**src/bbfp_pkg.sv**
```systemverilog
// Package for the bounding box block: widths, beat types and box record.
// Used by every module under src; depends on nothing else.
package bbfp_pkg;

  localparam int COORD_BITS = 32;
  localparam int FIELD_W    = 32;
  localparam int NUM_AXES   = 3;
  localparam int Q_DEPTH    = 2;
  localparam int Q_PTR_W    = $clog2(Q_DEPTH);
  localparam int Q_CNT_W    = $clog2(Q_DEPTH + 1);
  // Sum of three squared half extents, each below 2^(2*COORD_BITS-2) + 1.
  localparam int SUM_W      = 2 * COORD_BITS + 2;
  localparam int ROOT_W     = SUM_W / 2;
  localparam int REM_W      = ROOT_W + 3;
  localparam int ITER_W     = $clog2(ROOT_W + 1);
  localparam int SQ_W       = 2 * COORD_BITS;

  typedef logic signed [COORD_BITS-1:0] coord_t;
  typedef logic [COORD_BITS-1:0]        ucoord_t;
  typedef coord_t  [NUM_AXES-1:0]       coord3_t;
  typedef ucoord_t [NUM_AXES-1:0]       ucoord3_t;

  typedef struct packed {
    logic                       has_point;
    logic signed [FIELD_W-1:0]  coord_x;
    logic signed [FIELD_W-1:0]  coord_y;
    logic signed [FIELD_W-1:0]  coord_z;
    logic                       last_point;
  } in_beat_t;

  typedef struct packed {
    logic signed [FIELD_W-1:0]  center_x;
    logic signed [FIELD_W-1:0]  center_y;
    logic signed [FIELD_W-1:0]  center_z;
    logic [FIELD_W-1:0]         half_x;
    logic [FIELD_W-1:0]         half_y;
    logic [FIELD_W-1:0]         half_z;
    logic [FIELD_W-1:0]         radius;
  } out_beat_t;

  // Finished extents of one group, passed from the front to the back.
  typedef struct packed {
    coord3_t mn;
    coord3_t mx;
  } box_t;

endpackage

```
**src/bbfp_front.sv**
```systemverilog
// Front end: accepts point beats and keeps running per-axis minima and maxima.
// Pushes one box record per group into the queue. Depends on bbfp_pkg.
module bbfp_front (
  input  logic              clk,
  input  logic              rst_n,
  input  logic              in_valid,
  output logic              in_ready,
  input  bbfp_pkg::in_beat_t in_data,
  output logic              push,
  input  logic              q_full,
  output bbfp_pkg::box_t    push_box
);
  import bbfp_pkg::*;

  logic    seen_r, seen_nxt;
  box_t    box_r, box_nxt;
  box_t    upd;
  coord3_t pt;
  logic    accept;

  assign in_ready = !q_full;
  assign accept   = in_valid && in_ready;

  always_comb begin
    pt[0] = coord_t'(in_data.coord_x[COORD_BITS-1:0]);
    pt[1] = coord_t'(in_data.coord_y[COORD_BITS-1:0]);
    pt[2] = coord_t'(in_data.coord_z[COORD_BITS-1:0]);
    upd = box_r;
    if (in_data.has_point) begin
      for (int i = 0; i < NUM_AXES; i++) begin
        if (!seen_r || ($signed(pt[i]) < $signed(box_r.mn[i]))) upd.mn[i] = pt[i];
        if (!seen_r || ($signed(pt[i]) > $signed(box_r.mx[i]))) upd.mx[i] = pt[i];
      end
    end
  end

  assign push     = accept && in_data.last_point;
  assign push_box = upd;

  always_comb begin
    seen_nxt = seen_r;
    box_nxt  = box_r;
    if (accept) begin
      if (in_data.last_point) begin
        seen_nxt = 1'b0;
        box_nxt  = '0;
      end else begin
        seen_nxt = seen_r || in_data.has_point;
        box_nxt  = upd;
      end
    end
  end

  always_ff @(posedge clk) begin
    if (!rst_n) begin
      seen_r <= 1'b0;
      box_r  <= '0;
    end else begin
      seen_r <= seen_nxt;
      box_r  <= box_nxt;
    end
  end

  // An empty group must leave the extents at zero so that the back end gives zeros.
  a_empty_zero: assert property (@(posedge clk) disable iff (!rst_n)
    !seen_r |-> (box_r == '0))
    else $error("extents not cleared while no point seen");

  a_ordered: assert property (@(posedge clk) disable iff (!rst_n)
    seen_r |-> (($signed(box_r.mn[0]) <= $signed(box_r.mx[0])) &&
                ($signed(box_r.mn[1]) <= $signed(box_r.mx[1])) &&
                ($signed(box_r.mn[2]) <= $signed(box_r.mx[2]))))
    else $error("minimum above maximum");

endmodule

```
**src/bbfp_queue.sv**
```systemverilog
// Short register queue of box records between the front and the back end.
// Depends on bbfp_pkg.
module bbfp_queue (
  input  logic           clk,
  input  logic           rst_n,
  input  logic           push,
  input  bbfp_pkg::box_t push_box,
  output logic           full,
  output logic           pop_valid,
  input  logic           pop_ready,
  output bbfp_pkg::box_t pop_box
);
  import bbfp_pkg::*;

  box_t                 mem_r [Q_DEPTH];
  logic [Q_PTR_W-1:0]   wr_r, rd_r;
  logic [Q_CNT_W-1:0]   cnt_r;
  logic                 pop;

  assign full      = (cnt_r == Q_CNT_W'(Q_DEPTH));
  assign pop_valid = (cnt_r != '0);
  assign pop       = pop_valid && pop_ready;
  assign pop_box   = mem_r[rd_r];

  always_ff @(posedge clk) begin
    if (push) mem_r[wr_r] <= push_box;
  end

  always_ff @(posedge clk) begin
    if (!rst_n) begin
      wr_r  <= '0;
      rd_r  <= '0;
      cnt_r <= '0;
    end else begin
      if (push) wr_r <= (wr_r == Q_PTR_W'(Q_DEPTH - 1)) ? '0 : wr_r + 1'b1;
      if (pop)  rd_r <= (rd_r == Q_PTR_W'(Q_DEPTH - 1)) ? '0 : rd_r + 1'b1;
      if (push && !pop)      cnt_r <= cnt_r + 1'b1;
      else if (pop && !push) cnt_r <= cnt_r - 1'b1;
    end
  end

  a_no_overflow: assert property (@(posedge clk) disable iff (!rst_n)
    push |-> !full)
    else $error("box pushed into a full queue");

  a_cnt_range: assert property (@(posedge clk) disable iff (!rst_n)
    cnt_r <= Q_CNT_W'(Q_DEPTH))
    else $error("queue count out of range");

endmodule

```
**src/bbfp_isqrt.sv**
```systemverilog
// Bit-serial floor square root, one result bit per cycle.
// Depends on bbfp_pkg.
module bbfp_isqrt (
  input  logic                      clk,
  input  logic                      rst_n,
  input  logic                      start,
  input  logic [bbfp_pkg::SUM_W-1:0] radicand,
  output logic                      busy,
  output logic [bbfp_pkg::ROOT_W-1:0] root
);
  import bbfp_pkg::*;

  logic [SUM_W-1:0]  n_r;
  logic [REM_W-1:0]  rem_r, rem_sh, trial;
  logic [ROOT_W-1:0] root_r;
  logic [ITER_W-1:0] cnt_r;
  logic              busy_r;
  logic              fits;

  // Bring down the next two radicand bits and try the next root bit as one.
  assign rem_sh = {rem_r[REM_W-3:0], n_r[SUM_W-1:SUM_W-2]};
  assign trial  = REM_W'({root_r, 2'b01});
  assign fits   = (rem_sh >= trial);

  always_ff @(posedge clk) begin
    if (start) begin
      n_r    <= radicand;
      rem_r  <= '0;
      root_r <= '0;
    end else if (busy_r) begin
      n_r    <= {n_r[SUM_W-3:0], 2'b00};
      rem_r  <= fits ? (rem_sh - trial) : rem_sh;
      root_r <= {root_r[ROOT_W-2:0], fits};
    end
  end

  always_ff @(posedge clk) begin
    if (!rst_n) begin
      busy_r <= 1'b0;
      cnt_r  <= '0;
    end else if (start) begin
      busy_r <= 1'b1;
      cnt_r  <= ITER_W'(ROOT_W);
    end else if (busy_r) begin
      busy_r <= (cnt_r != ITER_W'(1));
      cnt_r  <= cnt_r - 1'b1;
    end
  end

  assign busy = busy_r;
  assign root = root_r;

  a_busy_cnt: assert property (@(posedge clk) disable iff (!rst_n)
    busy_r |-> (cnt_r != '0))
    else $error("root unit busy with no step left");

endmodule

```
**src/bbfp_back.sv**
```systemverilog
// Back end: takes a box record, forms centre and half extents, sums the squares
// on one shared multiplier and runs the square root. Depends on bbfp_pkg, bbfp_isqrt.
module bbfp_back (
  input  logic                clk,
  input  logic                rst_n,
  input  logic                pop_valid,
  output logic                pop_ready,
  input  bbfp_pkg::box_t      pop_box,
  output logic                out_valid,
  input  logic                out_ready,
  output bbfp_pkg::out_beat_t out_data
);
  import bbfp_pkg::*;

  localparam logic [2:0] S_IDLE = 3'd0;
  localparam logic [2:0] S_CEN  = 3'd1;
  localparam logic [2:0] S_MUL  = 3'd2;
  localparam logic [2:0] S_SQRT = 3'd3;

  logic [2:0]        state_r, state_nxt;
  logic [1:0]        cnt_r, cnt_nxt;
  box_t              box_r;
  coord3_t           cen_r;
  ucoord3_t          half_r;
  logic [SQ_W-1:0]   prod_r;
  logic [SUM_W-1:0]  sum_r;
  logic [SUM_W-1:0]  sum_c;
  out_beat_t         out_r;
  logic              out_valid_r, out_valid_nxt;
  coord3_t           cen_c;
  ucoord3_t          half_c;
  ucoord_t           mul_op;
  logic              sq_start, sq_busy, load_out;
  logic [ROOT_W-1:0] sq_root;

  always_comb begin
    for (int i = 0; i < NUM_AXES; i++) begin
      logic signed [COORD_BITS:0] s, d;
      s = {box_r.mn[i][COORD_BITS-1], box_r.mn[i]}
        + {box_r.mx[i][COORD_BITS-1], box_r.mx[i]};
      cen_c[i] = s[COORD_BITS:1];
      d = {box_r.mx[i][COORD_BITS-1], box_r.mx[i]}
        - {cen_c[i][COORD_BITS-1], cen_c[i]};
      half_c[i] = d[COORD_BITS-1:0];
    end
  end

  always_comb begin
    case (cnt_r)
      2'd0:    mul_op = half_r[0];
      2'd1:    mul_op = half_r[1];
      2'd2:    mul_op = half_r[2];
      default: mul_op = '0;
    endcase
  end

  assign pop_ready = (state_r == S_IDLE);
  assign sq_start  = (state_r == S_MUL) && (cnt_r == 2'd3);
  assign load_out  = (state_r == S_SQRT) && !sq_busy && (!out_valid_r || out_ready);

  // The last square is still in prod_r when the root starts, so it joins the sum here.
  assign sum_c = sum_r + SUM_W'(prod_r);

  always_comb begin
    state_nxt     = state_r;
    cnt_nxt       = cnt_r;
    out_valid_nxt = out_valid_r;
    if (out_valid_r && out_ready) out_valid_nxt = 1'b0;
    unique case (state_r)
      S_IDLE: if (pop_valid) state_nxt = S_CEN;
      S_CEN: begin
        state_nxt = S_MUL;
        cnt_nxt   = '0;
      end
      S_MUL: begin
        cnt_nxt = cnt_r + 1'b1;
        if (cnt_r == 2'd3) state_nxt = S_SQRT;
      end
      S_SQRT: begin
        if (load_out) begin
          state_nxt     = S_IDLE;
          out_valid_nxt = 1'b1;
        end
      end
      default: state_nxt = S_IDLE;
    endcase
  end

  always_ff @(posedge clk) begin
    if (!rst_n) begin
      state_r     <= S_IDLE;
      cnt_r       <= '0;
      out_valid_r <= 1'b0;
    end else begin
      state_r     <= state_nxt;
      cnt_r       <= cnt_nxt;
      out_valid_r <= out_valid_nxt;
    end
  end

  // The product of one step is added in the next, so the sum lags behind prod_r.
  always_ff @(posedge clk) begin
    if (pop_valid && pop_ready) box_r <= pop_box;
    if (state_r == S_CEN) begin
      cen_r  <= cen_c;
      half_r <= half_c;
      sum_r  <= '0;
      prod_r <= '0;
    end
    if (state_r == S_MUL) begin
      prod_r <= mul_op * mul_op;
      sum_r  <= sum_c;
    end
    if (load_out) begin
      out_r.center_x <= FIELD_W'($signed(cen_r[0]));
      out_r.center_y <= FIELD_W'($signed(cen_r[1]));
      out_r.center_z <= FIELD_W'($signed(cen_r[2]));
      out_r.half_x   <= FIELD_W'(half_r[0]);
      out_r.half_y   <= FIELD_W'(half_r[1]);
      out_r.half_z   <= FIELD_W'(half_r[2]);
      out_r.radius   <= FIELD_W'(sq_root);
    end
  end

  bbfp_isqrt u_isqrt (
    .clk      (clk),
    .rst_n    (rst_n),
    .start    (sq_start),
    .radicand (sum_c),
    .busy     (sq_busy),
    .root     (sq_root)
  );

  assign out_valid = out_valid_r;
  assign out_data  = out_r;

  a_root_idle: assert property (@(posedge clk) disable iff (!rst_n)
    (state_r == S_IDLE) |-> !sq_busy)
    else $error("root unit running with no box in hand");

  a_start_then_busy: assert property (@(posedge clk) disable iff (!rst_n)
    sq_start |=> sq_busy)
    else $error("root unit did not start");

endmodule

```
**src/bounding_box_from_points_top.sv**
```systemverilog
// Each result comes from the bit-serial square root, run once the beat that closes
// its group has been taken; the back end takes no new box until that result is out.
// Throughput: one point beat per cycle while the queue is not full; a two-entry
// queue of finished boxes lies between front and back.
// Reset (rst_n low, synchronous) empties the queue and clears the front end's extents.
module bounding_box_from_points_top (
  input  logic                clk,
  input  logic                rst_n,
  input  logic                in_valid,
  output logic                in_ready,
  input  bbfp_pkg::in_beat_t  in_data,
  output logic                out_valid,
  input  logic                out_ready,
  output bbfp_pkg::out_beat_t out_data
);
  import bbfp_pkg::*;

  logic push, q_full, pop_valid, pop_ready;
  box_t push_box, pop_box;

  bbfp_front u_front (
    .clk      (clk),
    .rst_n    (rst_n),
    .in_valid (in_valid),
    .in_ready (in_ready),
    .in_data  (in_data),
    .push     (push),
    .q_full   (q_full),
    .push_box (push_box)
  );

  bbfp_queue u_queue (
    .clk       (clk),
    .rst_n     (rst_n),
    .push      (push),
    .push_box  (push_box),
    .full      (q_full),
    .pop_valid (pop_valid),
    .pop_ready (pop_ready),
    .pop_box   (pop_box)
  );

  bbfp_back u_back (
    .clk       (clk),
    .rst_n     (rst_n),
    .pop_valid (pop_valid),
    .pop_ready (pop_ready),
    .pop_box   (pop_box),
    .out_valid (out_valid),
    .out_ready (out_ready),
    .out_data  (out_data)
  );

endmodule

```
**config.mk**
```make
export PLATFORM = sky130hd
export DESIGN_NAME = bounding_box_from_points_top
export DESIGN_NICKNAME = d
export VERILOG_FILES = /design/src/bbfp_pkg.sv /design/src/bbfp_front.sv /design/src/bbfp_queue.sv /design/src/bbfp_isqrt.sv /design/src/bbfp_back.sv /design/src/bounding_box_from_points_top.sv
export SDC_FILE = /design/constraint.sdc
export NUM_CORES = 2
export LEC_CHECK = 0
export BUFFER_PORTS_ARGS = -buffer_cell sky130_fd_sc_hd__buf_2
export CORE_ASPECT_RATIO = 1.75
export CORE_MARGIN = 8
export CORE_UTILIZATION = 58
export DETAILED_ROUTE_END_ITERATION = 10
export GPL_TIMING_DRIVEN = 0
export HOLD_SLACK_MARGIN = 0.02
export PLACE_DENSITY_LB_ADDON = 0.05
export SLEW_MARGIN = 40
export SYNTH_ARGS = -nofsm -noshare
export SYNTH_HDL_FRONTEND = slang
export SYNTH_SLANG_ARGS = --single-unit
```
**constraint.sdc**
```tcl
create_clock -name clk -period 14.6 [get_ports clk]
set_input_delay 2.92 -clock clk [delete_from_list [all_inputs] [get_ports clk]]
set_output_delay 2.92 -clock clk [all_outputs]
set_load 0.01 [all_outputs]
```
==> impl_metrics.env <==
export IMPL_postCtsSetupBuffers=0
export IMPL_max_clock_path_buffers=4
export IMPL_syn_area_sq_mm=0.100
export IMPL_wl_per_cell_um=26.6
export IMPL_yosysTopAreaCell="edfxtp_1"
export IMPL_clkSlewWorstSetupHoldPaths_ps=70
export IMPL_cts_root_buf="clkbuf_16"
export IMPL_fmax_mhz=78.1
export IMPL_crit_path_start_kind="register"
export IMPL_final_max_slew_viol_count=0
export IMPL_viasPerCell=5.96
export IMPL_path_buf_inv=10
export IMPL_syn_num_nets=10800
export IMPL_grt_max_degree=82
export IMPL_final_cells=12000
export IMPL_gp_congestion=1.05
export IMPL_fp_dieH_um=565
export IMPL_cp_depth=33
export IMPL_grt_pass1_vias=75800
export IMPL_antenna_found_initial=41
export IMPL_cts_buffers_inserted=147
export IMPL_cts_resized_gates=0
export IMPL_synthTopCellsByArea="edfxtp_1 36%, fa_1 16%, ha_1 9.7%, dfxtp_1 5.5%, inv_1 5.3%"
export IMPL_yosysSeqAreaShare_pct=41.1
export IMPL_cts_sinks=1463
export IMPL_dr_pass1_iters=7
export IMPL_crit_family="adder cells"
export IMPL_synth_seq_cells=1463
export IMPL_synthToLayoutAreaGrowth_pct=10.6
export IMPL_remaining_drc_errors=0
export IMPL_pre_cts_slack_ps=2220
export IMPL_synth_avg_cell_area_sq_um=11.0
export IMPL_synth_edff_count=1187
export IMPL_finalHoldViolations=0
export IMPL_finalSetupViolCount=0
export IMPL_dp_hpwl_um=259000
export IMPL_skew_ps=61.6
export IMPL_numPortBuffers=327
export IMPL_finalCritPeriodShare_pct=87.7
export IMPL_netlist_instances=9080
export IMPL_yosysMostFrequentCell="inv_1"
export IMPL_hold_slack_ps=394
export IMPL_r2r_start="u_back.cnt_r[0]"
export IMPL_tns_ps=0
export IMPL_synthMuxAreaShare_pct=3.27
export IMPL_synthArstFlopShare_pct=0
export IMPL_critPathKind="register to register"
export IMPL_synth_cell_types=101
export IMPL_end_kind="register"
export IMPL_synth_top_family_by_area="adder cells"
export IMPL_rr_endpoint="u_back.prod_r[61]"
export IMPL_grt_pass1_wl_um=466000
export IMPL_start_util_pct=58.4
export IMPL_grt_ovfl_total=0
export IMPL_worst_pin_slew_ps=1010
export IMPL_ant_nets=0
export IMPL_fp_row_count=201
export IMPL_grt_usage_pct=34.2
export IMPL_cp_startpoint="u_back.cnt_r[0]"
export IMPL_fin_crit_ps=12810
export IMPL_cts_hold_buf=0
export IMPL_crit_fanout=10
export IMPL_rr_worst_depth=33
export IMPL_setup_ws_ps=1790
export IMPL_crit_top_cell="fa_1"
export IMPL_synth_compound_area_share_pct=11.2
export IMPL_die_w_um=330
export IMPL_crit_end="u_back.prod_r[61]"
export IMPL_drv_cap=0
export IMPL_arrival_ps=13330
export IMPL_core_sq_mm=0.171
export IMPL_final_fill_count=13700
export IMPL_synth_common_cells="1404 x inv_1, 1187 x edfxtp_1, 800 x fa_1"
export IMPL_synth_warnings=0
export IMPL_required_ps=15120
export IMPL_synth_xor_area_share_pct=3.21
export IMPL_dieArea_sq_mm=0.187
export IMPL_rsz0062_at_grt="false"
export IMPL_cts_tree="done"
export IMPL_ys_flop_type="edfxtp_1"
export IMPL_layout_drive_gt1_share_pct=10.8
export IMPL_synthSimpleGateAreaFrac_pct=9.03
export IMPL_max_stage_delay_ps=740
export IMPL_slew_headroom_pct=32.5
export IMPL_final_nets=11300
export IMPL_clk_latency_ps=800
export IMPL_hp_class="register to register"
export IMPL_r2r_setup_slack_ps=1790
export IMPL_dp_cells=11700
export IMPL_drt_wl_total_um=320000
export IMPL_drt_iter0_drc=5249
export IMPL_synth_top_area_share_pct=35.6
export IMPL_synth_fa_ha_area_share_pct=25.7
export IMPL_vias=71500
export IMPL_pin_count=328
export IMPL_htree_num_levels=4
export IMPL_outcome="finished clean"
export IMPL_slowest_stage="nor2_1"
==> flip-flops by register name, indices dropped and copies added, names as in the netlist, 2 cells and up <==
name,cells
u_back.box_r,192
u_back.cen_r,96
u_back.cnt_r,2
u_back.half_r,96
u_back.out_data,224
u_back.prod_r,63
u_back.state_r,2
u_back.sum_r,66
u_back.u_isqrt.cnt_r,6
u_back.u_isqrt.n_r,66
u_back.u_isqrt.rem_r,34
u_back.u_isqrt.root,33
u_front.box_r,192
u_queue.cnt_r,2
u_queue.mem_r,384
==> logic make-up after synthesis <==
kind of cell / Yosys count
flip-flops: 1463
AND/OR/NAND/NOR: 2009
XOR/XNOR: 367
AO/OA/AOI/OAI: 1663
buffers and inverters: 1708
adder cells (fa/ha/maj): 1574
multiplexers: 296
==> worst min path at each step <==
stage	from	endpoint	slack, ps	cells past startpoint
finish	u_back.cen_r[86]	u_back.out_data[150]	390	0
global route	u_back.cen_r[86]	u_back.out_data[150]	400	0
CTS	u_back.cen_r[86]	u_back.out_data[150]	390	0
detailed placement	u_back.cen_r[74]	u_back.out_data[138]	400	0
global placement	u_back.cen_r[28]	u_back.out_data[220]	400	0
floorplan	u_back.cen_r[64]	u_back.out_data[128]	400	0
==> cell usage in the layout, fill, tap and decap left out, types with 21 or more instances in the layout <==
master,instances
inv_1,1403
edfxtp_1,1187
fa_1,800
nand2_1,788
ha_1,771
nor2_1,592
a21oi_1,381
buf_2,372
o21ai_0,363
dfxtp_1,276
mux2_2,242
a21o_1,237
xnor2_1,215
clkbuf_1,205
xor2_1,152
clkbuf_16,148
a22o_1,131
and2_1,118
nor2b_1,89
nand4_1,81
nand2b_1,72
nand3_1,68
o21a_1,67
clkbuf_2,65
o21bai_1,54
mux2i_1,53
a22oi_1,50
nor3_1,48
a211oi_1,45
a31oi_1,40
and3_1,40
a32o_1,34
diode_2,27
or3_1,24
o21ai_1,24
buf_1,21
==> metrics by stage <==
step,utilization [%],cell area (sq um)
after floorplan,-,100000
after global routing,64.6,111000
after CTS,64.5,111000
final,64.6,111000
after global placement,61.0,105000
after detailed placement,61.7,106000
==> metal layers <==
layer	GRT usage, %	up-vias	routed length, um
li1	-	32100	-
met1	34.6	35300	105000
met5	0	-	90
met2	59.5	2902	158000
met3	7.17	1211	21200
met4	29.7	14	34900
==> area by class of cell <==
class / count / area, sq um / area share, %
sequential: 1463 / 41200 / 37.2
clock buffer: 183 / 3910 / 3.53
tap: 2233 / 2790 / 2.52
clock inverter: 72 / 856 / 0.773
antenna: 27 / 67.6 / 0.0610
buffer: 301 / 1310 / 1.18
multi-input combinational: 5909 / 52600 / 47.5
inverter: 1407 / 5290 / 4.78
timing repair buffer: 401 / 2700 / 2.44
Power is not shown: default switching activity piles up to over one toggle a cycle in this logic, so the estimate is an artifact.
